File: config.mk
export PLATFORM = sky130hd
export DESIGN_NAME = multichannel_adc_mean_filter_top
export DESIGN_NICKNAME = d
export VERILOG_FILES = /design/src/rtl/mamf_pkg.sv /design/src/rtl/multichannel_adc_mean_filter_top.sv /design/src/rtl/mamf_ctrl.sv /design/src/rtl/mamf_datapath.sv
export SDC_FILE = /design/constraint.sdc
export NUM_CORES = 1
export LEC_CHECK = 0
export ABC_AREA = 1
export BUFFER_PORTS_ARGS = -buffer_cell sky130_fd_sc_hd__buf_2
export CORE_MARGIN = 5
export CORE_UTILIZATION = 35
export CTS_BUF_LIST = sky130_fd_sc_hd__clkbuf_8
export DETAILED_ROUTE_END_ITERATION = 16
export PLACE_DENSITY = 0.5
export SETUP_SLACK_MARGIN = 0.05
export SYNTH_ARGS = -nofsm -noshare
export SYNTH_HDL_FRONTEND = slang
export SYNTH_SLANG_ARGS = --single-unit
File: constraint.sdc
create_clock -name clk -period 3.1 [get_ports clk]
set_input_delay 0.155 -clock clk [delete_from_list [all_inputs] [get_ports clk]]
set_output_delay 0.155 -clock clk [all_outputs]
set_load 0.02 [all_outputs]
File: src/rtl/mamf_pkg.sv
`timescale 1ns / 1ps
// shared types and constants for the multichannel converter mean filter
// no dependencies; imported by every rtl module of the block

package mamf_pkg;

  // fixed field widths of the stream payload
  localparam int CHANNEL_W   = 3;
  localparam int SAMPLE_W    = 10;
  localparam int IN_TDATA_W  = 16;
  localparam int OUT_TDATA_W = 24;

  // defaults for the top level parameters
  localparam int DEF_WINDOW_LENGTH = 16;
  localparam int DEF_CHANNEL_COUNT = 5;

  // commands from the controller to the datapath
  typedef struct packed {
    logic start;     // transaction accepted: write ring, latch item, clear sum
    logic rd_en;     // read one ring entry for the sum
    logic mul_en;    // register sum times reciprocal
    logic load_out;  // move the mean into the output register
  } cmd_t;

  // status from the datapath to the controller
  typedef struct packed {
    logic out_hold;  // output register full and not taken this cycle
  } sts_t;

endpackage

File: src/rtl/multichannel_adc_mean_filter_top.sv
`timescale 1ns / 1ps
// Multichannel converter mean filter. Each input transaction carries a 10-bit
// sample and its channel number (in_tuser). The sample goes into that channel's
// ring of the last WINDOW_LENGTH samples and the result transaction returns the
// truncated mean of the ring together with the raw sample. Entries not yet
// written count as zero, so early means include them; a channel number of
// CHANNEL_COUNT or above changes nothing and returns a mean of zero. The ring
// memory has a single read port, so the sum reads one entry a cycle during the
// S_READ sweep over the window. S_ACC then adds the last entry read, S_MUL
// scales the sum and S_OUT loads the output register. in_tready is high only
// between items, so no new transaction is taken while an item is in flight. A
// finished result waits in the output register while the next item is being
// summed. A result that is still waiting when the next mean is ready holds the
// controller until it is taken. No clearing pass follows reset: a per-channel
// wrapped flag and write position mask entries not yet written.
// depends on mamf_pkg, mamf_ctrl and mamf_datapath

module multichannel_adc_mean_filter_top #(
  parameter int WINDOW_LENGTH = mamf_pkg::DEF_WINDOW_LENGTH,
  parameter int CHANNEL_COUNT = mamf_pkg::DEF_CHANNEL_COUNT
) (
  input  logic                                 clk,
  input  logic                                 rst_n,
  input  logic                                 in_tvalid,
  output logic                                 in_tready,
  input  logic [mamf_pkg::IN_TDATA_W-1:0]      in_tdata,   // sample [9:0], zero pad [15:10]
  input  logic [mamf_pkg::CHANNEL_W-1:0]       in_tuser,   // channel [2:0]
  output logic                                 out_tvalid,
  input  logic                                 out_tready,
  output logic [mamf_pkg::OUT_TDATA_W-1:0]     out_tdata   // average_value [9:0],
                                                           // raw_sample [19:10], pad [23:20]
);
  import mamf_pkg::*;

  localparam int POS_W = (WINDOW_LENGTH > 1) ? $clog2(WINDOW_LENGTH) : 1;

  cmd_t                cmd;
  sts_t                sts;
  logic [POS_W-1:0]    rd_idx;
  logic [SAMPLE_W-1:0] avg;
  logic [SAMPLE_W-1:0] raw;

  // sequencing
  mamf_ctrl #(
    .WINDOW_LENGTH (WINDOW_LENGTH),
    .POS_W         (POS_W)
  ) u_ctrl (
    .clk      (clk),
    .rst_n    (rst_n),
    .in_valid (in_tvalid),
    .in_ready (in_tready),
    .sts      (sts),
    .cmd      (cmd),
    .rd_idx   (rd_idx)
  );

  // rings, sum and output register
  mamf_datapath #(
    .WINDOW_LENGTH (WINDOW_LENGTH),
    .CHANNEL_COUNT (CHANNEL_COUNT),
    .POS_W         (POS_W)
  ) u_datapath (
    .clk         (clk),
    .rst_n       (rst_n),
    .in_channel  (in_tuser),
    .in_sample   (in_tdata[SAMPLE_W-1:0]),
    .cmd         (cmd),
    .rd_idx      (rd_idx),
    .sts         (sts),
    .out_ready   (out_tready),
    .out_valid   (out_tvalid),
    .out_average (avg),
    .out_raw     (raw)
  );

  assign out_tdata = {(OUT_TDATA_W - 2 * SAMPLE_W)'(0), raw, avg};

endmodule

File: src/rtl/mamf_ctrl.sv
`timescale 1ns / 1ps
// controller of the mean filter: sequences write, ring sweep, scaling and output
// depends on mamf_pkg for the command and status structs

module mamf_ctrl #(
  parameter int WINDOW_LENGTH = mamf_pkg::DEF_WINDOW_LENGTH,
  parameter int POS_W         = 4
) (
  input  logic             clk,
  input  logic             rst_n,
  input  logic             in_valid,
  output logic             in_ready,
  input  mamf_pkg::sts_t   sts,
  output mamf_pkg::cmd_t   cmd,
  output logic [POS_W-1:0] rd_idx
);
  import mamf_pkg::*;

  typedef enum logic [2:0] {
    S_IDLE,
    S_READ,
    S_ACC,
    S_MUL,
    S_OUT
  } state_t;

  state_t           state_r, state_nxt;
  logic [POS_W-1:0] cnt_r, cnt_nxt;
  logic             cnt_last;

  assign cnt_last = (cnt_r == POS_W'(WINDOW_LENGTH - 1));

  // next state and commands
  always_comb begin
    state_nxt = state_r;
    cnt_nxt   = cnt_r;
    cmd       = '0;
    in_ready  = 1'b0;
    unique case (state_r)
      S_IDLE: begin
        in_ready = 1'b1;
        if (in_valid) begin
          cmd.start = 1'b1;
          cnt_nxt   = '0;
          state_nxt = S_READ;
        end
      end
      S_READ: begin
        cmd.rd_en = 1'b1;
        cnt_nxt   = cnt_r + 1'b1;
        if (cnt_last) begin
          state_nxt = S_ACC;
        end
      end
      S_ACC: begin
        state_nxt = S_MUL;
      end
      S_MUL: begin
        cmd.mul_en = 1'b1;
        state_nxt  = S_OUT;
      end
      S_OUT: begin
        if (!sts.out_hold) begin
          cmd.load_out = 1'b1;
          state_nxt    = S_IDLE;
        end
      end
      default: begin
        state_nxt = S_IDLE;
      end
    endcase
  end

  assign rd_idx = cnt_r;

  // state and sweep counter
  always_ff @(posedge clk) begin
    if (!rst_n) begin
      state_r <= S_IDLE;
      cnt_r   <= '0;
    end else begin
      state_r <= state_nxt;
      cnt_r   <= cnt_nxt;
    end
  end

  // a new transaction always starts the ring sweep at entry zero
  a_start_sweep: assert property (@(posedge clk) disable iff (!rst_n)
    cmd.start |=> (cmd.rd_en && (rd_idx == '0)))
    else $error("sweep did not follow an accepted transaction");

  // no further transaction is taken while one is in flight
  a_start_busy: assert property (@(posedge clk) disable iff (!rst_n)
    cmd.start |=> !in_ready)
    else $error("input ready right after a transaction");

  // the output register is only loaded when it is free
  a_load_free: assert property (@(posedge clk) disable iff (!rst_n)
    cmd.load_out |-> !sts.out_hold)
    else $error("result overwrote a waiting result");

  // scaling only follows the end of the sweep
  a_mul_order: assert property (@(posedge clk) disable iff (!rst_n)
    cmd.mul_en |-> $past(state_r == S_ACC))
    else $error("scaling out of order");

endmodule

File: src/rtl/mamf_datapath.sv
`timescale 1ns / 1ps
// datapath of the mean filter: sample rings, write positions, sum, scaling, output register
// depends on mamf_pkg; driven by mamf_ctrl commands

module mamf_datapath #(
  parameter int WINDOW_LENGTH = mamf_pkg::DEF_WINDOW_LENGTH,
  parameter int CHANNEL_COUNT = mamf_pkg::DEF_CHANNEL_COUNT,
  parameter int POS_W         = 4
) (
  input  logic                                clk,
  input  logic                                rst_n,
  input  logic [mamf_pkg::CHANNEL_W-1:0]      in_channel,
  input  logic [mamf_pkg::SAMPLE_W-1:0]       in_sample,
  input  mamf_pkg::cmd_t                      cmd,
  input  logic [POS_W-1:0]                    rd_idx,
  output mamf_pkg::sts_t                      sts,
  input  logic                                out_ready,
  output logic                                out_valid,
  output logic [mamf_pkg::SAMPLE_W-1:0]       out_average,
  output logic [mamf_pkg::SAMPLE_W-1:0]       out_raw
);
  import mamf_pkg::*;

  localparam int LOG_N    = $clog2(WINDOW_LENGTH);
  localparam int CH_IDX_W = (CHANNEL_COUNT > 1) ? $clog2(CHANNEL_COUNT) : 1;
  localparam int DEPTH    = CHANNEL_COUNT * WINDOW_LENGTH;
  localparam int ADDR_W   = (DEPTH > 1) ? $clog2(DEPTH) : 1;
  localparam int SUM_W    = SAMPLE_W + LOG_N;
  localparam int SHIFT    = SUM_W + LOG_N;
  localparam int PROD_W   = 2 * SUM_W + 1;
  // ceil(2^SHIFT / N): exact truncated quotient for every sum below 2^SUM_W
  localparam logic [SUM_W:0] RECIP =
    (SUM_W + 1)'(((64'd1 << SHIFT) + 64'(WINDOW_LENGTH) - 64'd1) / 64'(WINDOW_LENGTH));

  // sample rings, one row of WINDOW_LENGTH entries per channel
  logic [SAMPLE_W-1:0] mem [DEPTH];

  // per channel write position and wrapped flag
  logic [POS_W-1:0] pos_r  [CHANNEL_COUNT];
  logic             wrap_r [CHANNEL_COUNT];

  logic [CH_IDX_W-1:0] ch_idx;
  logic                in_range;
  logic [POS_W-1:0]    pos_cur, pos_next;
  logic                pos_last, wrap_next;
  logic [ADDR_W-1:0]   base_in, wr_addr;

  logic [ADDR_W-1:0]   base_r;
  logic [POS_W-1:0]    pos_lat_r;
  logic                wrap_lat_r;
  logic                in_range_r;
  logic [SAMPLE_W-1:0] sample_r;
  logic [SAMPLE_W-1:0] rdata_r;
  logic                rd_q_r;
  logic                keep_r;
  logic [SUM_W-1:0]    acc_r;
  logic [PROD_W-1:0]   prod_r;
  logic                out_valid_r;
  logic [SAMPLE_W-1:0] avg_r;
  logic [SAMPLE_W-1:0] raw_r;

  // channel decode and write address
  assign in_range  = ({2'b00, in_channel} < (CHANNEL_W + 2)'(CHANNEL_COUNT));
  assign ch_idx    = CH_IDX_W'({1'b0, in_channel});
  assign pos_cur   = pos_r[ch_idx];
  assign pos_last  = (pos_cur == POS_W'(WINDOW_LENGTH - 1));
  assign pos_next  = pos_last ? '0 : pos_cur + 1'b1;
  assign wrap_next = wrap_r[ch_idx] | pos_last;
  assign base_in   = ADDR_W'(ch_idx * WINDOW_LENGTH);
  assign wr_addr   = base_in + ADDR_W'(pos_cur);

  // ring memory: one write, one registered read
  always_ff @(posedge clk) begin
    if (cmd.start && in_range) begin
      mem[wr_addr] <= in_sample;
    end
    if (cmd.rd_en) begin
      rdata_r <= mem[base_r + ADDR_W'(rd_idx)];
    end
  end

  // write positions and wrapped flags
  always_ff @(posedge clk) begin
    if (!rst_n) begin
      for (int c = 0; c < CHANNEL_COUNT; c++) begin
        pos_r[c]  <= '0;
        wrap_r[c] <= 1'b0;
      end
    end else if (cmd.start && in_range) begin
      pos_r[ch_idx]  <= pos_next;
      wrap_r[ch_idx] <= wrap_next;
    end
  end

  // item latch at the start of a transaction
  always_ff @(posedge clk) begin
    if (cmd.start) begin
      base_r     <= base_in;
      pos_lat_r  <= pos_next;
      wrap_lat_r <= wrap_next;
      in_range_r <= in_range;
      sample_r   <= in_sample;
    end
  end

  // read tag: entries never written hold no sample, so they are skipped
  always_ff @(posedge clk) begin
    if (!rst_n) begin
      rd_q_r <= 1'b0;
      keep_r <= 1'b0;
    end else begin
      rd_q_r <= cmd.rd_en;
      keep_r <= in_range_r && (wrap_lat_r || (rd_idx < pos_lat_r));
    end
  end

  // window sum
  always_ff @(posedge clk) begin
    if (cmd.start) begin
      acc_r <= '0;
    end else if (rd_q_r && keep_r) begin
      acc_r <= acc_r + SUM_W'(rdata_r);
    end
  end

  // divide by the window length as a reciprocal multiply
  always_ff @(posedge clk) begin
    if (cmd.mul_en) begin
      prod_r <= PROD_W'(acc_r) * PROD_W'(RECIP);
    end
  end

  // output register
  always_ff @(posedge clk) begin
    if (!rst_n) begin
      out_valid_r <= 1'b0;
    end else if (cmd.load_out) begin
      out_valid_r <= 1'b1;
    end else if (out_ready) begin
      out_valid_r <= 1'b0;
    end
  end

  always_ff @(posedge clk) begin
    if (cmd.load_out) begin
      avg_r <= prod_r[SHIFT +: SAMPLE_W];
      raw_r <= sample_r;
    end
  end

  assign sts.out_hold = out_valid_r && !out_ready;
  assign out_valid    = out_valid_r;
  assign out_average  = avg_r;
  assign out_raw      = raw_r;

endmodule
* Word-level counts from Yosys, hierarchy flattened *
Memory sizes are Yosys's and may differ from the RTL's. A register that Yosys moved wholly into a read port is not among the register bits.
Cells that the tools add are included.
Widths: inputs -> output; s select.

operators by class
  muxes and demuxes = 27
  order comparisons = 2
  reduce and logical (&&, ||, !) cells = 13
  bitwise gates (word level) = 1
  add/sub/neg operators = 5
  equality and inequality tests = 9

operator list
  kind                 count
  $mux 1               17
  $mux 3               5
  $pmux 3 s5           1
  $add 14x10->14       1
  $add 7x4->7          2
  $mux 4               3
  $add 4x1->4 const B  2
  $eq 4x4->1 const B   2
  $pmux 4 s2           1
  $eq 3x2->1 const B   2
  $logic_and 1x1->1    4
  $lt 4x4->1           1
  $ne 2x2->1 const B   2
  $reduce_bool 2->1    2
  $reduce_or 4->1      1
  $eq 3x1->1 const B   1
  $eq 3x3->1 const B   1
  $logic_not 3->1      1
  $lt 3x3->1 const B   1
  $reduce_and 3->1     1
  $ne 2x1->1 const B   1
  $reduce_and 2->1     1
  $logic_not 1->1      1
  $logic_or 1x1->1     1
  other kinds (2)      2

word-level totals
  bits of input ports = 23
  bits in writable memories = 825
  flip-flop bits (word level) = 77
  memories = 3
  logic and storage cells = 74

memories
  name               words  bits a word  read ports  clocked after memory_dff  wr ports  line                 RTL
  u_datapath.mem     80     10           1           1                         1         mamf_datapath.sv:36  logic [SAMPLE_W-1:0] mem [DEPTH];
  u_datapath.pos_r   5      4            1           0                         5         mamf_datapath.sv:39  logic [POS_W-1:0] pos_r [CHANNEL_COUNT];
  u_datapath.wrap_r  5      1            1           0                         5         mamf_datapath.sv:40  logic wrap_r [CHANNEL_COUNT];

* Depth between registers and ports, before layout *
  word-level depth = 8
  depth in mapped cells = 14

* Cells and area by module *
From an unflattened synthesis, not the netlist that was laid out.

second synthesis, totals
  cell total of the unflattened synthesis = 3160
  area, all modules = 37554.8 sq um

by module, submodules not included
  module                            area an instance (sq um)  times used  cells each
  mamf_datapath                     37125.6                   1           3099
  mamf_ctrl                         395.4                     1           56
  multichannel_adc_mean_filter_top  33.8                      1           5

* Worst setup path after synthesis *
OpenSTA, ideal clock, no wires.

  path kind = register -> register
  start = register u_datapath.out_valid_r, in the netlist u_datapath.out_valid
  end = register u_datapath.avg_r[0], in the netlist u_datapath.out_average[0], enable pin
  library setup time = 0.448 ns
  path slack = 0.230 ns
  data required time = 2.652 ns
  stages on the path, launching flop included = 4
  arrival = 2.422 ns
  cells stage by stage = dfxtp_1 inv_1 nor2_1 nor4_1

RTL lines
  element                   line                  RTL
  start: declaration        mamf_datapath.sv:58   logic out_valid_r;
  start signal: assignment  mamf_datapath.sv:136  out_valid_r <= 1'b0;
  start signal: assignment  mamf_datapath.sv:138  out_valid_r <= 1'b1;
  start signal: assignment  mamf_datapath.sv:140  out_valid_r <= 1'b0;
  end signal: assignment    mamf_datapath.sv:146  avg_r <= prod_r[SHIFT +: SAMPLE_W];
  end: declaration          mamf_datapath.sv:59   logic [SAMPLE_W-1:0] avg_r;

* Worst setup path after layout *
  start = register u_ctrl.cnt_r[1], in the netlist u_ctrl.rd_idx[1]
  end = register u_datapath.rdata_r[3] (read register of u_datapath.mem), data pin

on the way
  word-level cells in the longest chain between the ends = 1

RTL lines
  element                   line                 RTL
  start: declaration        mamf_ctrl.sv:28      logic [POS_W-1:0] cnt_r, cnt_nxt;
  start signal: assignment  mamf_ctrl.sv:83      cnt_r <= cnt_nxt;
  $add 7x4->7               mamf_datapath.sv:78  rdata_r <= mem[base_r + ADDR_W'(rd_idx)];
  end: declaration          mamf_datapath.sv:53  logic [SAMPLE_W-1:0] rdata_r;

Every way passes these cells.
A chain may end at the register's enable or synchronous reset.

==> results.toml <==
[outcome]
status = "complete, no violations"

[hold_path]
min_from = "out_tready"
whs_path_depth = 5
whs_endpoint = "u_datapath.out_valid"
hold_path_class = "input pin to flip-flop"

[sta]
fmax_mhz = 383.2
final_max_slew_viol_count = 0
fin_crit_ns = 2.610
tightest_slew_ns = 0.8476
relSlewSlack = 0.4349
fin_ws_ns = 0.4902
setup_viol = 0
fin_skew_ns = 0.03436
finalHoldViolCount = 0
rsz0062_at_grt = "false"
whs_ns = 0.2264
period_share = 0.8419
setup_tns_ns = 0

[place]
hpwl_mm = 60.36
pre_cts_ws_ns = 0.4866
place_congestion = 0.8077
placed_area_mm2 = 0.04004
port_buffers = 38

[yosys]
yosysWarningCount = 0
netlist_instances = 3142
yosysSeqAreaShare = 0.7339
netlist_area_mm2 = 0.03737
ys_types = 39
syn_area_per_cell_um2 = 11.89
ys_seq_elements = 923

[finish]
final_cell_area_mm2 = 0.04294
register_area_mm2 = 0.02744
multi_input_area_mm2 = 0.008917
area_delta_synth_final_pct = 14.91
drive_gt1_frac = 0.1221
fillers = 10170
fin_nets = 3384

[floorplanning]
initial_core_util = 0.3535
rows = 119
die_h_um = 336.8
dieArea_mm2 = 0.1134
core-area_mm2 = 0.1057
dieWidth_um = 336.8
io_pins = 49

[global_route]
grt_pass1_wl_mm = 154.5
grt_max_degree = 143
grtUsageTotal = 0.1822
grt-ovfl-total = 0
grt_pass1_vias = 23934
grt_antenna_before_repair = 5

[setup_path]
critPathKind = "flip-flop to flip-flop"
r2r_slack_ns = 0.49
cp.required_ns = 3.66
r2r_end = "u_datapath.rdata_r[3]"
reg2reg_depth = 10
r2r-start = "u_ctrl.rd_idx[1]"
crit_fanout = 47
crit_path_end_kind = "flip-flop"
cp.arrival_ns = 3.17
start_kind = "flip-flop"

[clocking]
htree_num_levels = 4
cts_tree = "built"
clk_pin_slew_ns = 0.07
ctsHoldBuffers = 17
postCtsSetupBuffers = 0
cts.sinks = 923
numCtsBuffers = 153
cts_buffer_depth = 3
cts-root-buf = "clkbuf_8"
insertion_delay_ns = 0.81
cts_resized = 0

[drt]
routed-via-count = 24397
via_per_inst = 5.023
drtAntennaViolNets = 0
drc = 0
first_pass_iters = 6
wirelength_mm = 104.3
drt_iter0_markers = 2156
wl_per_cell_um = 21.47

[power_and_ir_drop]
p_leak_nw = 15.49
ir_worst_vdd_mv = 0.3616
power_density_mw_per_mm2 = 622.4
p_total_mw = 26.73

[job]
max_cap_violations = 0
power by group:
group | switching, mW | leakage [nW] | internal, mW
clock | 4.86 | 1.62 | 4.85
combinational | 2.26 | 5.53 | 0.812
sequential | 0.0893 | 8.34 | 13.9
total | 7.20 | 15.5 | 19.5
placed cells by master, fill, tap and decap left out, drive strengths merged, types with 40 or more instances in the layout:
cell type / n
a21oi: 40
buf: 200
clkbuf: 155
clkinv: 51
edfxtp: 894
inv: 125
nand2: 899
nand3: 621
nor2: 206
o21ai: 116
cells in the mapped netlist (all sizes together):
cell,number,area [um^2]
o21bai,6,45.04
nand3,621,3108
inv,57,214.0
nor2,206,778.2
o211ai,3,22.52
buf,122,635.6
o21ai,116,580.6
clkbuf,65,244.0
edfxtp,894,26850
a21boi,2,15.01
a22oi,2,15.01
fa,1,20.02
o221ai,19,166.4
a21oi,40,207.7
a21o,2,15.01
nand2,899,3407
xnor2,1,8.760
nand4,1,6.260
o32ai,1,8.760
or2,2,12.52
clkinv,3,11.26
ha,15,187.7
dfxtp,29,580.6
conb,1,3.750
a32o,1,10.01
o22ai,22,137.6
nor3,5,25.02
nor4,3,31.28
xor2,3,26.28
cell families (layout without fill, tap and decap cells):
kind of cell / count (synthesis) / count (layout) / share of synthesized area
other: 1 / 20 / 0.0001003
buffers and inverters: 247 / 552 / 0.02956
AO/OA/AOI/OAI: 214 / 214 / 0.03274
XOR/XNOR: 4 / 4 / 0.0009377
AND/OR/NAND/NOR: 1737 / 1737 / 0.1972
flip-flops: 923 / 923 / 0.7339
adder cells (fa/ha/maj): 16 / 16 / 0.005558
how the worst max path moves through the flow:
stage / from / end / slack, ns / depth (start not counted)
final: u_ctrl.rd_idx[1] / u_datapath.rdata_r[3] / 0.49 / 10
after global routing: u_ctrl.state_r[2] / u_datapath.mem[73][3] / 0.26 / 9
after CTS: u_ctrl.state_r[2] / u_datapath.mem[26][8] / 0.45 / 8
after detailed placement: u_ctrl.state_r[2] / u_datapath.mem[26][8] / 0.49 / 8
after global placement: u_ctrl.state_r[2] / u_datapath.mem[26][1] / 0.52 / 8
after floorplan: u_datapath.out_valid / u_datapath.out_average[0] / 0.23 / 3
critical path, cell delays in order (launching register included):
cell and delay (ns):
dfxtp_4 0.52, buf_4 0.54, nand3_1 0.22, nand3_1 0.16, nand3_1 0.15, nand2_1 0.22
nand2_1 0.07, nand3_1 0.09, nand2_1 0.16, nand2_1 0.11, nand2_1 0.06
through the flow:
stage	utilization	instances
2_1_floorplan	-	3160
3_3_place_gp	0.3788	4564
3_5_place_dp	0.3788	4564
4_1_cts	0.4062	4856
5_1_grt	0.4062	4857
6_report	0.4062	4857
state kept, by name, summed over array words and instances (netlist names):
name and cells:
u_ctrl.rd_idx 4, u_datapath.keep_r 1, u_datapath.out_raw 10, u_datapath.out_average 10
u_datapath.pos_lat_r 4, u_datapath.prod_r 10, u_datapath.in_range_r 1, u_datapath.acc_r 14
u_datapath.sample_r 10, u_datapath.wrap_r 8, u_datapath.out_valid 1, u_datapath.base_r 3
u_datapath.wrap_lat_r 1, u_datapath.rd_q_r 1, u_ctrl.state_r 3, u_datapath.pos_r 32
u_datapath.rdata_r 10, u_datapath.mem 800
final cells by class:
class,instances,share of cell area
Inverter,60,0.005565
Multi-Input combinational cell,1990,0.2077
Clock inverter,120,0.01384
Sequential cell,923,0.6390
Tap cell,1391,0.04053
Timing Repair Buffer,217,0.04371
Antenna cell,1,0.00005827
Clock buffer,155,0.04968
metal layers:
layer  up-vias  wire, um  GRT usage
met4         0      2988    0.05892
met2       746     49630     0.2979
li1      11561         -          -
met1     11905     46450     0.2525
met5         -         0          0
met3       185      5233    0.02696
Note: power is estimated with default switching activity, not from simulation.
